### src/sv/nms_pkg.sv
// ---------------------------------------------------------------------------
// nms_pkg: shared types, constants and a function for non-maximum suppression
// Holds the sizes, the controller state type, the command and status bundles
// and the box extent function used by the datapath.
// ---------------------------------------------------------------------------
package nms_pkg;

	localparam int MAX_BOXES = 64;
	localparam int IDX_W     = $clog2(MAX_BOXES);
	localparam int CNT_W     = IDX_W + 1;
	localparam int COORD_W   = 16;
	localparam int SCORE_W   = 16;
	localparam int THR_W     = 16;
	localparam int MAXSEL_W  = 7;
	localparam int BATCH_W   = 8;
	localparam int CLASS_W   = 10;
	localparam int EXT_W     = COORD_W + 2;
	localparam int DIF_W     = EXT_W + 1;
	localparam int AREA_W    = 2 * DIF_W;
	localparam int SUM_W     = AREA_W + 1;
	localparam int PROD_W    = SUM_W + THR_W;
	localparam int BOX_W     = 4 * COORD_W;
	localparam int EXTS_W    = 4 * EXT_W;
	localparam int CFG_IDX_W = 3;
	localparam int CFG_DAT_W = 16;
	localparam int IN_DATA_W = 104;
	localparam int OUT_DATA_W = 24;
	localparam int OUT_USER_W = 2;

	localparam logic [CFG_IDX_W-1:0] CFG_BOX_FORMAT = 3'd0;
	localparam logic [CFG_IDX_W-1:0] CFG_IOU_THR    = 3'd1;
	localparam logic [CFG_IDX_W-1:0] CFG_SCORE_THR  = 3'd2;
	localparam logic [CFG_IDX_W-1:0] CFG_USE_SCORE  = 3'd3;
	localparam logic [CFG_IDX_W-1:0] CFG_MAX_SEL    = 3'd4;

	typedef enum logic [3:0] {
		S_IDLE,
		S_SCAN,
		S_PICK,
		S_EXT,
		S_CHECK,
		S_DECIDE,
		S_ORD,
		S_OLD,
		S_OWAIT
	} state_t;

	typedef struct packed {
		logic ld;
		logic scan_clr;
		logic scan_issue;
		logic pick;
		logic ext_ld;
		logic chk_clr;
		logic chk_issue;
		logic keep;
		logic out_ld;
		logic out_next;
		logic set_clr;
	} cmd_t;

	typedef struct packed {
		logic scan_rem;
		logic scan_pend;
		logic found;
		logic chk_rem;
		logic pipe_busy;
		logic supp;
		logic lim_next;
		logic out_taken;
		logic out_last;
	} sts_t;

	// Extents at twice the coordinate scale: {y hi, y lo, x hi, x lo}.
	function automatic logic [EXTS_W-1:0] box_ext(input logic [BOX_W-1:0] box,
		input logic fmt);
		logic signed [EXT_W-1:0] a, b, c, d, e0, e1, e2, e3;
		a = EXT_W'($signed(box[0*COORD_W +: COORD_W]));
		b = EXT_W'($signed(box[1*COORD_W +: COORD_W]));
		c = EXT_W'($signed(box[2*COORD_W +: COORD_W]));
		d = EXT_W'($signed(box[3*COORD_W +: COORD_W]));
		if (fmt) begin
			e0 = (a <<< 1) - c;
			e1 = (a <<< 1) + c;
			e2 = (b <<< 1) - d;
			e3 = (b <<< 1) + d;
		end else begin
			e0 = ((b < d) ? b : d) <<< 1;
			e1 = ((b < d) ? d : b) <<< 1;
			e2 = ((a < c) ? a : c) <<< 1;
			e3 = ((a < c) ? c : a) <<< 1;
		end
		return {e3, e2, e1, e0};
	endfunction

endpackage

### src/sv/nms_ctrl.sv
// ---------------------------------------------------------------------------
// nms_ctrl: sequencing state machine
// Steps the datapath through loading, the score scan, the overlap checks
// and the delivery of results.
// ---------------------------------------------------------------------------
module nms_ctrl import nms_pkg::*; (
	input  logic clk,
	input  logic arst_n,
	input  logic in_valid,
	input  logic in_last,
	output logic in_ready,
	input  sts_t sts,
	output cmd_t cmd
);

	state_t state_q, state_d;

	always_ff @(posedge clk or negedge arst_n) begin
		if (!arst_n) begin
			state_q <= S_IDLE;
		end else begin
			state_q <= state_d;
		end
	end

	always_comb begin
		state_d  = state_q;
		cmd      = '0;
		in_ready = 1'b0;
		case (state_q)
			S_IDLE: begin
				in_ready = 1'b1;
				if (in_valid) begin
					cmd.ld = 1'b1;
					if (in_last) begin
						cmd.scan_clr = 1'b1;
						state_d      = S_SCAN;
					end
				end
			end
			S_SCAN: begin
				if (sts.scan_rem) begin
					cmd.scan_issue = 1'b1;
				end else if (!sts.scan_pend) begin
					state_d = S_PICK;
				end
			end
			S_PICK: begin
				if (sts.found) begin
					cmd.pick = 1'b1;
					state_d  = S_EXT;
				end else begin
					state_d = S_ORD;
				end
			end
			S_EXT: begin
				cmd.ext_ld  = 1'b1;
				cmd.chk_clr = 1'b1;
				state_d     = S_CHECK;
			end
			S_CHECK: begin
				if (sts.chk_rem) begin
					cmd.chk_issue = 1'b1;
				end else if (!sts.pipe_busy) begin
					state_d = S_DECIDE;
				end
			end
			S_DECIDE: begin
				if (!sts.supp) begin
					cmd.keep = 1'b1;
				end
				if (!sts.supp && sts.lim_next) begin
					state_d = S_ORD;
				end else begin
					cmd.scan_clr = 1'b1;
					state_d      = S_SCAN;
				end
			end
			S_ORD: begin
				state_d = S_OLD;
			end
			S_OLD: begin
				cmd.out_ld = 1'b1;
				state_d    = S_OWAIT;
			end
			S_OWAIT: begin
				if (sts.out_taken) begin
					if (sts.out_last) begin
						cmd.set_clr = 1'b1;
						state_d     = S_IDLE;
					end else begin
						cmd.out_next = 1'b1;
						state_d      = S_ORD;
					end
				end
			end
			default: begin
				state_d = S_IDLE;
			end
		endcase
	end

endmodule

### config.mk
export PLATFORM = sky130hd
export DESIGN_NAME = nms_ctrl
export DESIGN_NICKNAME = d
export VERILOG_FILES = /design/src/sv/nms_pkg.sv /design/src/sv/nms_ctrl.sv
export SDC_FILE = /design/constraint.sdc
export NUM_CORES = 1
export LEC_CHECK = 0
export BUFFER_PORTS_ARGS = -buffer_cell sky130_fd_sc_hd__buf_2
export CORE_AREA = 2 2 39 41
export CTS_CLUSTER_SIZE = 14
export DETAILED_ROUTE_END_ITERATION = 10
export DIE_AREA = 0 0 41 43
export GPL_TIMING_DRIVEN = 0
export HOLD_SLACK_MARGIN = 0.08
export MAX_ROUTING_LAYER = met4
export PLACE_DENSITY = 0.67
export SYNTH_ARGS = -nofsm -noshare
export SYNTH_HDL_FRONTEND = slang
export SYNTH_SLANG_ARGS = --single-unit
### constraint.sdc
create_clock -name clk -period 3.4 [get_ports clk]
set_input_delay 0.17 -clock clk [delete_from_list [all_inputs] [get_ports clk]]
set_output_delay 0.17 -clock clk [all_outputs]
set_load 0.005 [all_outputs]
Word level (Yosys, flattened, before mapping) --
Cells that the tools add are included. Widths: inputs -> output; s select.
Word-level totals: flip-flop bits (word level) 4, latch bits 0, RAM bits 0, bits in read-only memories 0, input bits 13, logic and storage cells 51, memories 0
Operators by class: $add $sub $neg 0, multipliers 0, divide/modulo/power cells 0, $lt $le $gt $ge 0, equality and inequality tests 15, shift-type cells 0, multiplexer cells 31, bitwise operators 0, reductions and logical operators 4
Operators by type and width (number):
- $pmux 4 s9 | 1
- $mux 4 | 7
- $eq 4x3->1 const B | 4
- $mux 1 | 15
- $ne 2x2->1 const B | 7
- $mux 3 | 3
- $eq 4x2->1 const B | 2
- $mux 2 | 4
- $reduce_and 7->1 | 1
- $eq 4x1->1 const B | 1
- $eq 4x4->1 const B | 1
- $logic_not 4->1 | 1
- $pmux 1 s2 | 1
- $logic_and 1x1->1 | 1
- $logic_not 1->1 | 1

Longest topological paths before layout --
Gate-level depths: netlist (run 1).
word-level depth 4, gate-level depth with buffers 5, mapped depth without buffers 4

Least setup slack after synthesis (run 1) --
No wires, ideal clock.
path type register to register, start point reg state_q[1], end point reg state_q[2], arrival 1306 ps, data required time 3308 ps, path slack 2002 ps, cell stages (with the launch flop) 5, buffers on the path 0, clock period less this slack 1398 ps, cell sequence dfrtp_1 -> or4b_4 -> a21oi_2 -> a211oi_1 -> o31ai_2
On the way: longest elaborated chain between the ends 3, elaborated cells on any way between the ends 18, those cells by class eq/ne: 15; mux: 1; reduce/logical: 2
RTL lines:
- from (decl) | line nms_ctrl.sv:16 | state_t state_q, state_d;
- from (signal assigned) | line nms_ctrl.sv:22 | state_q <= state_d;
- $eq 4x1->1 (tied with other cells) | line nms_ctrl.sv:30 | case (state_q)
- $ne 2x2->1 (no source line)
- $reduce_and 7->1 (no source line)
Several ways; a longest one is shown, not always the timed one. A chain may end at the register's enable or synchronous reset.

==> results of run 1 <==
-- routing by layer --
metal | wire length [um] | global-route usage, % | part of all wire [%] | vias up
met3 | 88 | 3.14 | 7.3 | 0
met4 | 0 | 2.00 | 0 | 0
met5 | 0 | - | 0 | -
met2 | 603 | 26.9 | 50 | 20
li1 | - | - | - | 281
met1 | 506 | 21.2 | 42 | 253
-- metrics by stage --
step	utilization, %	setup WS (ns)	hold WS (ns)	cell area, sq um	std cells
detailed placement	46.0	1.90	-0.0233	637	100
finish	48.4	1.78	0.230	669	104
global placement	46.0	1.89	-0.0265	637	100
floorplan	-	2.00	-0.126	497	60
global route	48.4	1.67	0.269	669	104
CTS	48.4	1.78	0.229	669	104
-- power breakdown --
part	switching [mW]	total, mW	internal [mW]
clock network	0.0169	0.0562	0.0393
logic	0.135	0.276	0.141
registers	0.0207	0.0833	0.0625
-- what timing repair did --
item | CTS | global route
endpoints found under the hold margin | 4 | 0
endpoints found under the setup margin | 0 | 0
hold buffers | 1 | 0
setup buffers | 0 | 0
-- cell usage after synthesis (2+ instances only) --
cell and count:
sky130_fd_sc_hd__nor3_1 6, sky130_fd_sc_hd__nor2_1 5, sky130_fd_sc_hd__and3_1 4, sky130_fd_sc_hd__o211ai_1 2
sky130_fd_sc_hd__a211oi_1 2, sky130_fd_sc_hd__or2b_2 4, sky130_fd_sc_hd__dfrtp_1 4, sky130_fd_sc_hd__nand2_1 4
sky130_fd_sc_hd__buf_6 2, sky130_fd_sc_hd__clkbuf_8 2
-- cell families after synthesis --
family / Yosys count
buffers and inverters: 6
DFF: 4
and+or+nand+nor: 36
xor gates and xnor gates: 1
AOI/OAI and AO/OA: 13
-- worst max-delay path, cell delays in order, from the launching register on --
cell	delay [ns]
sky130_fd_sc_hd__dfrtp_1	0.42
sky130_fd_sc_hd__nor4b_1	0.48
sky130_fd_sc_hd__and3_1	0.21
sky130_fd_sc_hd__buf_2	0.11
-- cell type report --
cell class	count	area (sq um)
Fill cell	154	714
Multi-Input combinational cell	50	335
Timing Repair Buffer	25	130
Sequential cell	4	100
Buffer	5	57.6
Clock buffer	3	22.5
Tap cell	16	20.0
Inverter	1	3.75
-- final timing paths --
| path | to | slack (ns) | depth (start not counted) |
|---|---|---|---|
| setup / recovery | cmd[0] | 1.78 | 3 |
| hold / removal | state_q[2] | 0.23 | 3 |
| setup reg to reg | state_q[1] | 1.90 | 4 |
| hold reg to reg | state_q[0] | 0.75 | 3 |
| max in group asynchronous | state_q[0] | 3.01 | 2 |
| min in group asynchronous | state_q[1] | 0.28 | 2 |
==> tab_implementation.tex, run 1 <==
\begin{tabular}{lr}
\hline
Metric & Value \\
\hline
\multicolumn{2}{l}{\textbf{Setup path}} \\
\quad Launch point of the worst path & state\_q[0] \\
\quad Startpoint types & flop \\
\quad Critical register-to-register path startpoint & state\_q[1] \\
\quad Arrival time worst endpoint & around 1.5 ns \\
\quad Data required time at the worst endpoint & roughly 3.2 ns \\
\quad Crit. End Element & primary output \\
\quad Highest net fanout along the worst path & 5 \\
\quad Crit Path Category & flop to primary output \\
\multicolumn{2}{l}{\textbf{Pwr}} \\
\quad Leak pwr & 0.331 nW \\
\quad Cell area power density & roughly 620 nW/um\^{}2 \\
\quad Total power & around 420 uW \\
\quad Peak ir drop on the vdd network & 0.000226 V \\
\multicolumn{2}{l}{\textbf{Floorplan}} \\
\quad Core Footprint & 1380 sq um \\
\quad Floorplan row count & 14 \\
\quad Die Outline Area & roughly 1800 sq um \\
\quad Top Ports & 25 \\
\quad Die width & 41 um \\
\quad Effective utilization at floorplan & a little over a third \\
\quad Y dimension of the die & 43 um \\
\multicolumn{2}{l}{\textbf{Global route}} \\
\quad Global-route wire length before repair & 2.01 mm \\
\quad Gr usage total & between 10\% and 20\% \\
\quad Largest net degree at the start of global routing & 11 \\
\quad Remaining global-route overflow & 0 \\
\quad Number of global-route vias before repair & slightly below 500 \\
\quad Antenna violations before repair & 0 \\
\multicolumn{2}{l}{\textbf{Synth}} \\
\quad Post-Synthesis Net Count & 73 \\
\quad Cell Area, Synth & between 400 and 500 sq um \\
\quad Number of distinct library cells after synthesis & 35 \\
\quad Average footprint of a synthesized cell & 8.28 sq um \\
\quad Async set-or-reset flop fraction in the synthesized netlist & 100\% \\
\quad Fraction of synthesized cell area taken by the top area cell type & approximately 20\% \\
\quad Count of flip-flops with a built-in enable after synthesis & 0 \\
\quad Biggest area contributors in the synthesized netlist & sky130\_fd\_sc\_hd\_\_dfrtp\_1 20\%, sky130\_fd\_sc\_hd\_\_or2b\_2 7.1\%, sky130\_fd\_sc\_hd\_\_nor3\_1 6.0\% \\
\quad Most instantiated flip-flop cell in the synthesis netlist & sky130\_fd\_sc\_hd\_\_dfrtp\_1 \\
\quad Number of instances in the synthesized netlist & 60 \\
\quad Share of the synthesized netlist area taken by xor and xnor gates & 1.76\% \\
\quad Area fraction in compound gates after synthesis & between 20\% and 30\% \\
\quad Dominant combinational cell family by area after synthesis & simple AND/OR/NAND/NOR gates \\
\quad Count of yosys warnings during synthesis & 0 \\
\quad Post-synthesis share of cell area spent on full adders, half adders and majority gates & 0\% \\
\quad Share of synthesized cell area in and, or, nand and nor gates & between 40 and 50\% \\
\quad Part of the Yosys area used for sequential elements & between 20\% and 30\% \\
\quad Register bit total from synthesis & 4 \\
\quad Library cell with the largest summed area after synthesis & sky130\_fd\_sc\_hd\_\_dfrtp\_1 \\
\quad Multiplexer fraction of the synthesized cell area & 0\% \\
\multicolumn{2}{l}{\textbf{Routing}} \\
\quad Initial DRC Count & 6 \\
\quad Avg WL per Cell & approximately 12 um \\
\quad Pre-Repair DR Iteration Count & 4 \\
\quad Number of vias in the routed layout & 554 \\
\quad DRC viols & 0 \\
\quad Post-route ant nets & 0 \\
\quad Number of vias per cell & approximately 5.3 \\
\quad Wire length reported by the detailed router & 1.20 mm \\
\multicolumn{2}{l}{\textbf{Final layout}} \\
\quad Antenna diodes & 0 \\
\quad Highest-count cells in the layout ignoring fill and taps & 24 x sky130\_fd\_sc\_hd\_\_buf\_2, 6 x sky130\_fd\_sc\_hd\_\_nor3\_1, 5 x sky130\_fd\_sc\_hd\_\_nor2\_1 \\
\quad Fraction of final layout cells with drive strength greater than 1 & roughly half \\
\quad Top register by number of flip-flops & state\_q \\
\quad Area delta synth->final & 34.8\% \\
\quad Most common cell after layout, fill and taps aside & sky130\_fd\_sc\_hd\_\_buf\_2 \\
\quad Largest registers ranked by flip-flop count & state\_q x4 \\
\quad Flip-flop count of the largest register, all copies and words added & 4 \\
\quad Final net count & around 100 \\
\multicolumn{2}{l}{\textbf{CTS}} \\
\quad TritonCTS clock tree & built \\
\quad H-tree lvl count & 1 \\
\quad Root buffer selected by CTS & sky130\_fd\_sc\_hd\_\_clkbuf\_4 \\
\quad Cts repair resizes & 0 \\
\quad Clock-pin slew on the worst setup and hold paths & 0.04 ns \\
\quad Source-to-sink clock delay at the later pin of the worst-skew pair & 0.23 ns \\
\quad Buffer levels on the longest clock path & 2 \\
\quad Clock sinks & 4 \\
\quad TritonCTS buffer count & 3 \\
\multicolumn{2}{l}{\textbf{Timing}} \\
\quad Final count of negative-setup-slack endpoints & 0 \\
\quad Fin crit period & 1.62 ns \\
\quad Final hold vios & 0 \\
\quad Setup repair after global routing missed its margin & false \\
\quad Fin. max-slew vios & 0 \\
\quad Final setup skew & approximately 0.0016 ns \\
\quad Slew headroom & 69.3\% \\
\quad Worst Max-Slew Pin Slew & between 0.4 and 0.5 ns \\
\quad Aggregate negative setup slack & 0 ns \\
\quad Achievable clock frequency & about 620 MHz \\
\quad Ratio of final minimum period to clock period & 47.7\% \\
\multicolumn{2}{l}{\textbf{Worst hold path}} \\
\quad Worst Min Path Start & sts[4] \\
\quad Type of the worst min-delay path & primary input to flop \\
\multicolumn{2}{l}{\textbf{Placement}} \\
\quad Port Buffer Count & 24 \\
\quad Detailed-placement wirelength estimate & 995 um \\
\quad Routability Congestion & about 0.87 \\
\multicolumn{2}{l}{\textbf{Run}} \\
\quad Max\_cap viols & 0 \\
\multicolumn{2}{l}{\textbf{Outcome}} \\
\quad Result of the run & finished, final reports clean \\
\hline
\end{tabular}
Note: power is estimated with default switching activity, not from simulation.
==> run 2: changes to the inputs <==
ABC_AREA = 1   (was unset)
PLACE_DENSITY = unset   (was 0.67)
clock period = 1.7 ns   (was 3.4 ns; I/O delays follow)
==> run 2 against run 1 <==
- sequential power rose by 93%
- clock power rose by 99%
- via count fell by 8.3%
- critical path depth rose by 1
- non-clock buffer count fell by 4
- total power rose by 72%
- synthesized cell count rose by 23%
- critical endpoint is now cmd[9]
- largest power group unchanged
- highest routed layer unchanged
==> tab_implementation.tex, run 2 <==
\begin{tabular}{lr}
\hline
Metric & Value \\
\hline
\multicolumn{2}{l}{\textbf{Outcome}} \\
\quad Result of the run & finished, final reports clean \\
\multicolumn{2}{l}{\textbf{Synth}} \\
\quad Async set-or-reset flop fraction in the synthesized netlist & 100\% (unchanged) \\
\quad Library cell with the largest summed area after synthesis & sky130\_fd\_sc\_hd\_\_dfrtp\_1 \\
\quad Part of the Yosys area used for sequential elements & 24.6\% (+4.5 points) \\
\quad Number of distinct library cells after synthesis & 14 (-60\%) \\
\quad Count of yosys warnings during synthesis & 0 (unchanged) \\
\quad Fraction of synthesized cell area taken by the top area cell type & 24.6\% (+4.5 points) \\
\quad Number of instances in the synthesized netlist & 74 (+23\%) \\
\quad Leading post-synthesis cells by instance count & 23 x sky130\_fd\_sc\_hd\_\_nand2\_1, 15 x sky130\_fd\_sc\_hd\_\_inv\_1, 12 x sky130\_fd\_sc\_hd\_\_nor2\_1 \\
\quad Most instantiated flip-flop cell in the synthesis netlist & sky130\_fd\_sc\_hd\_\_dfrtp\_1 \\
\quad Most common cell in the netlist & sky130\_fd\_sc\_hd\_\_nand2\_1 \\
\quad Count of flip-flops with a built-in enable after synthesis & 0 (unchanged) \\
\quad Post-Synthesis Net Count & 87 (+19\%) \\
\quad Cell Area, Synth & 407 sq um (-18\%) \\
\quad Register bit total from synthesis & 4 (unchanged) \\
\quad Biggest area contributors in the synthesized netlist & sky130\_fd\_sc\_hd\_\_dfrtp\_1 25\%, sky130\_fd\_sc\_hd\_\_nand2\_1 21\%, sky130\_fd\_sc\_hd\_\_inv\_1 14\% \\
\quad Average footprint of a synthesized cell & 5.50 sq um (-34\%) \\
\multicolumn{2}{l}{\textbf{CTS}} \\
\quad TritonCTS buffer count & 3 (unchanged) \\
\quad TritonCTS clock tree & built \\
\quad Clock-pin slew on the worst setup and hold paths & 0.04 ns (about the same) \\
\quad H-tree lvl count & 1 (unchanged) \\
\quad Root buffer selected by CTS & sky130\_fd\_sc\_hd\_\_clkbuf\_4 \\
\quad Cts repair resizes & 0 (unchanged) \\
\quad Clock sinks & 4 (unchanged) \\
\quad Source-to-sink clock delay at the later pin of the worst-skew pair & 0.23 ns (about the same) \\
\quad Buffer levels on the longest clock path & 2 (unchanged) \\
\multicolumn{2}{l}{\textbf{Timing}} \\
\quad Ratio of final minimum period to clock period & 84.9\% \\
\quad Final count of negative-setup-slack endpoints & 0 (unchanged) \\
\quad Setup repair after global routing missed its margin & false \\
\quad Fin. max-slew vios & 0 (unchanged) \\
\quad Slew headroom & 81.1\% (+12 points) \\
\quad Achievable clock frequency & 693 MHz \\
\quad Fin crit period & around 1.4 ns \\
\quad Aggregate negative setup slack & 0 ns (unchanged) \\
\quad Worst Max-Slew Pin Slew & 0.283 ns (-0.171 ns) \\
\quad Final hold vios & 0 (unchanged) \\
\quad Final setup skew & 0.00193 ns (+0.000309 ns) \\
\quad Worst hold slack & 0.170 ns (-0.0605 ns) \\
\multicolumn{2}{l}{\textbf{Setup path}} \\
\quad Worst reg2reg endpoint & state\_q[2] \\
\quad Crit. End Element & primary output \\
\quad CP top delay family & flip-flops \\
\quad R2r worst-path depth & 6 (+2) \\
\quad Largest incremental delay on the critical path & 0.42 ns (-0.06 ns) \\
\quad Reg2Reg Setup Slack & 0.44 ns (-1.46 ns) \\
\quad Arrival time worst endpoint & 1.36 ns (-0.09 ns) \\
\quad Startpoint types & flop \\
\quad Critical path depth & 4 (+1) \\
\quad Crit Path Category & flop to primary output \\
\quad Critical register-to-register path startpoint & state\_q[0] \\
\quad Cell type of the slowest stage on the worst timing path & sky130\_fd\_sc\_hd\_\_dfrtp\_1 \\
\quad Crit path buf inv count & 1 (unchanged) \\
\quad Data required time at the worst endpoint & 1.62 ns (-1.61 ns) \\
\quad Highest net fanout along the worst path & 7 (+2) \\
\quad Cell chain of the critical path & nor2\_2 -> nand2\_1 -> o21ai\_0 -> buf\_2 \\
\multicolumn{2}{l}{\textbf{Final layout}} \\
\quad Most common cell after layout, fill and taps aside & sky130\_fd\_sc\_hd\_\_buf\_2 \\
\quad Fraction of final layout cells with drive strength greater than 1 & 34.3\% (-16 points) \\
\quad Antenna diodes & 0 (unchanged) \\
\quad Top register by number of flip-flops & state\_q \\
\quad Flip-flop count of the largest register, all copies and words added & 4 (unchanged) \\
\quad Highest-count cells in the layout ignoring fill and taps & 24 x sky130\_fd\_sc\_hd\_\_buf\_2, 23 x sky130\_fd\_sc\_hd\_\_nand2\_1, 15 x sky130\_fd\_sc\_hd\_\_inv\_1, 12 x sky130\_fd\_sc\_hd\_\_nor2\_1, 7 x sky130\_fd\_sc\_hd\_\_nand3\_1 \\
\quad Final net count & 117 (+14\%) \\
\quad Area delta synth->final & 42.5\% \\
\quad Post-route design area & 579 sq um (-13\%) \\
\quad Largest registers ranked by flip-flop count & state\_q x4 \\
\quad Post-Route Utilization & 41.9\% (-6.5 points) \\
\multicolumn{2}{l}{\textbf{Global route}} \\
\quad Remaining global-route overflow & 0 (unchanged) \\
\quad Gr usage total & 13.6\% (-2.9 points) \\
\quad Largest net degree at the start of global routing & 9 (-2) \\
\quad Antenna violations before repair & 0 (unchanged) \\
\quad Global-route wire length before repair & 1.67 mm (-17\%) \\
\quad Number of global-route vias before repair & 472 (-2.5\%) \\
\multicolumn{2}{l}{\textbf{Placement}} \\
\quad Detailed-placement wirelength estimate & 867 um (-13\%) \\
\quad Area of placed instances & 547 sq um (-14\%) \\
\quad Port Buffer Count & 24 (unchanged) \\
\quad Routability Congestion & 0.815 (-6.0\%) \\
\multicolumn{2}{l}{\textbf{Floorplan}} \\
\quad Floorplan row count & 14 (unchanged) \\
\quad Top Ports & 25 (unchanged) \\
\quad Y dimension of the die & 43 um (unchanged) \\
\quad Core Footprint & 1380 sq um (unchanged) \\
\quad Effective utilization at floorplan & 29.4\% (-6.5 points) \\
\quad Die width & 41 um (unchanged) \\
\quad Die Outline Area & 1760 sq um (unchanged) \\
\multicolumn{2}{l}{\textbf{Worst hold path}} \\
\quad Type of the worst min-delay path & primary input to flop \\
\quad Hold endpoint & state\_q[2] \\
\quad Worst Min Path Start & sts[4] \\
\quad Worst hold path cell count & 3 (unchanged) \\
\multicolumn{2}{l}{\textbf{Pwr}} \\
\quad Portion of total power attributed to sequential cells & 22.6\% (+2.6 points) \\
\quad Cell area power density & 1230 nW/um\^{}2 (+98\%) \\
\quad Leak pwr & 0.408 nW (+23\%) \\
\quad Int Pwr & 379 uW (+56\%) \\
\quad Net switching share of the total power & 46.9\% (+5.4 points) \\
\quad Clock network fraction of total power & 15.8\% (+2.3 points) \\
\quad Peak ir drop on the vdd network & 0.000534 V (+140\%) \\
\quad Share of total power in combinational logic & 61.7\% (-4.8 points) \\
\quad Sw power & 335 uW (+94\%) \\
\multicolumn{2}{l}{\textbf{Routing}} \\
\quad DRC viols & 0 (unchanged) \\
\quad Number of vias per cell & 4.31 (-19\%) \\
\quad Avg WL per Cell & 8.52 um (-26\%) \\
\quad Initial DRC Count & 13 (+7) \\
\quad Number of vias in the routed layout & 508 (-8.3\%) \\
\quad Wire length reported by the detailed router & 1.01 mm (-16\%) \\
\quad Pre-Repair DR Iteration Count & 4 (unchanged) \\
\quad Post-route ant nets & 0 (unchanged) \\
\multicolumn{2}{l}{\textbf{Run}} \\
\quad Max\_cap viols & 0 (unchanged) \\
\hline
\end{tabular}
==> run 2: changes by cell type after synthesis, moves of 2 or more <==
cell	before	now
sky130_fd_sc_hd__a211oi_1	2	0
sky130_fd_sc_hd__and3_1	4	0
sky130_fd_sc_hd__buf_6	2	0
sky130_fd_sc_hd__clkbuf_8	2	0
sky130_fd_sc_hd__inv_1	1	15
sky130_fd_sc_hd__nand2_1	4	23
sky130_fd_sc_hd__nand3_1	1	7
sky130_fd_sc_hd__nor2_1	5	12
sky130_fd_sc_hd__nor2_2	0	5
sky130_fd_sc_hd__nor3_1	6	1
sky130_fd_sc_hd__or2b_2	4	0
==> run 2: metal layers <==
layer	up-vias	GRT usage [%]	wire [um]
li1	280	-	-
met1	212	14.7	424
met2	16	24.4	516
met3	0	3.14	64
met4	0	2.00	0
met5	-	-	0
==> run 2: cell families (layout without fill, tap and decap cells) <==
kind of cell	count (synthesis)	in the layout	synth area share [%]
AND/OR/NAND/NOR	51	51	55.7
flip-flops	4	4	24.6
AO/OA/AOI/OAI	2	2	3.08
buffers and inverters	17	45	16.6
==> run 2: worst max path at each step <==
stage | start | to | slack (ns)
2_1_floorplan | state_q[0] | state_q[2] | 0.60
3_3_place_gp | state_q[0] | state_q[2] | 0.46
3_5_place_dp | state_q[0] | state_q[2] | 0.45
6_report | state_q[3] | cmd[9] | 0.26
4_1_cts | state_q[3] | cmd[9] | 0.23
5_1_grt | state_q[3] | cmd[9] | 0.17
==> run 2: repair_timing <==
action / CTS / global route
hold buffers: 1 / 0
hold endpoints to repair: 4 / 0
buffers inserted: 0 / 0
==> run 2: final cells by class <==
| class | instances | area (sq um) |
|---|---|---|
| repair buffers | 25 | 130 |
| well taps | 16 | 20.0 |
| multi-input cells | 53 | 239 |
| fillers | 158 | 805 |
| flip-flops and latches | 4 | 100 |
| plain buffers | 1 | 7.51 |
| clock buffers | 3 | 22.5 |
| inverters | 16 | 60.1 |
==> run 2: power groups by stage <==
stage / Combinational, mW / Clock, mW / Sequential (mW)
after floorplan: 0.313 / 0 / 0.157
after global placement: 0.438 / 0 / 0.163
after detailed placement: 0.442 / 0 / 0.162
after CTS: 0.446 / 0.118 / 0.161
after global routing: 0.503 / 0.125 / 0.169
final: 0.440 / 0.112 / 0.161
==> run 2: through the flow <==
stage / setup WS, ns / std cells / power, mW
global route: 0.172 / 118 / 0.797
global placement: 0.463 / 114 / 0.601
CTS: 0.233 / 118 / 0.726
detailed placement: 0.447 / 114 / 0.604
floorplan: 0.603 / 74 / 0.470
finish: 0.257 / 118 / 0.714
==> run 2: worst register-to-register path: cells and delay by family (launching register included) <==
kind	cells	cell delay, ns
AOI/OAI and AO/OA	1	0.19
and+or+nand+nor	5	0.55
DFF	1	0.40
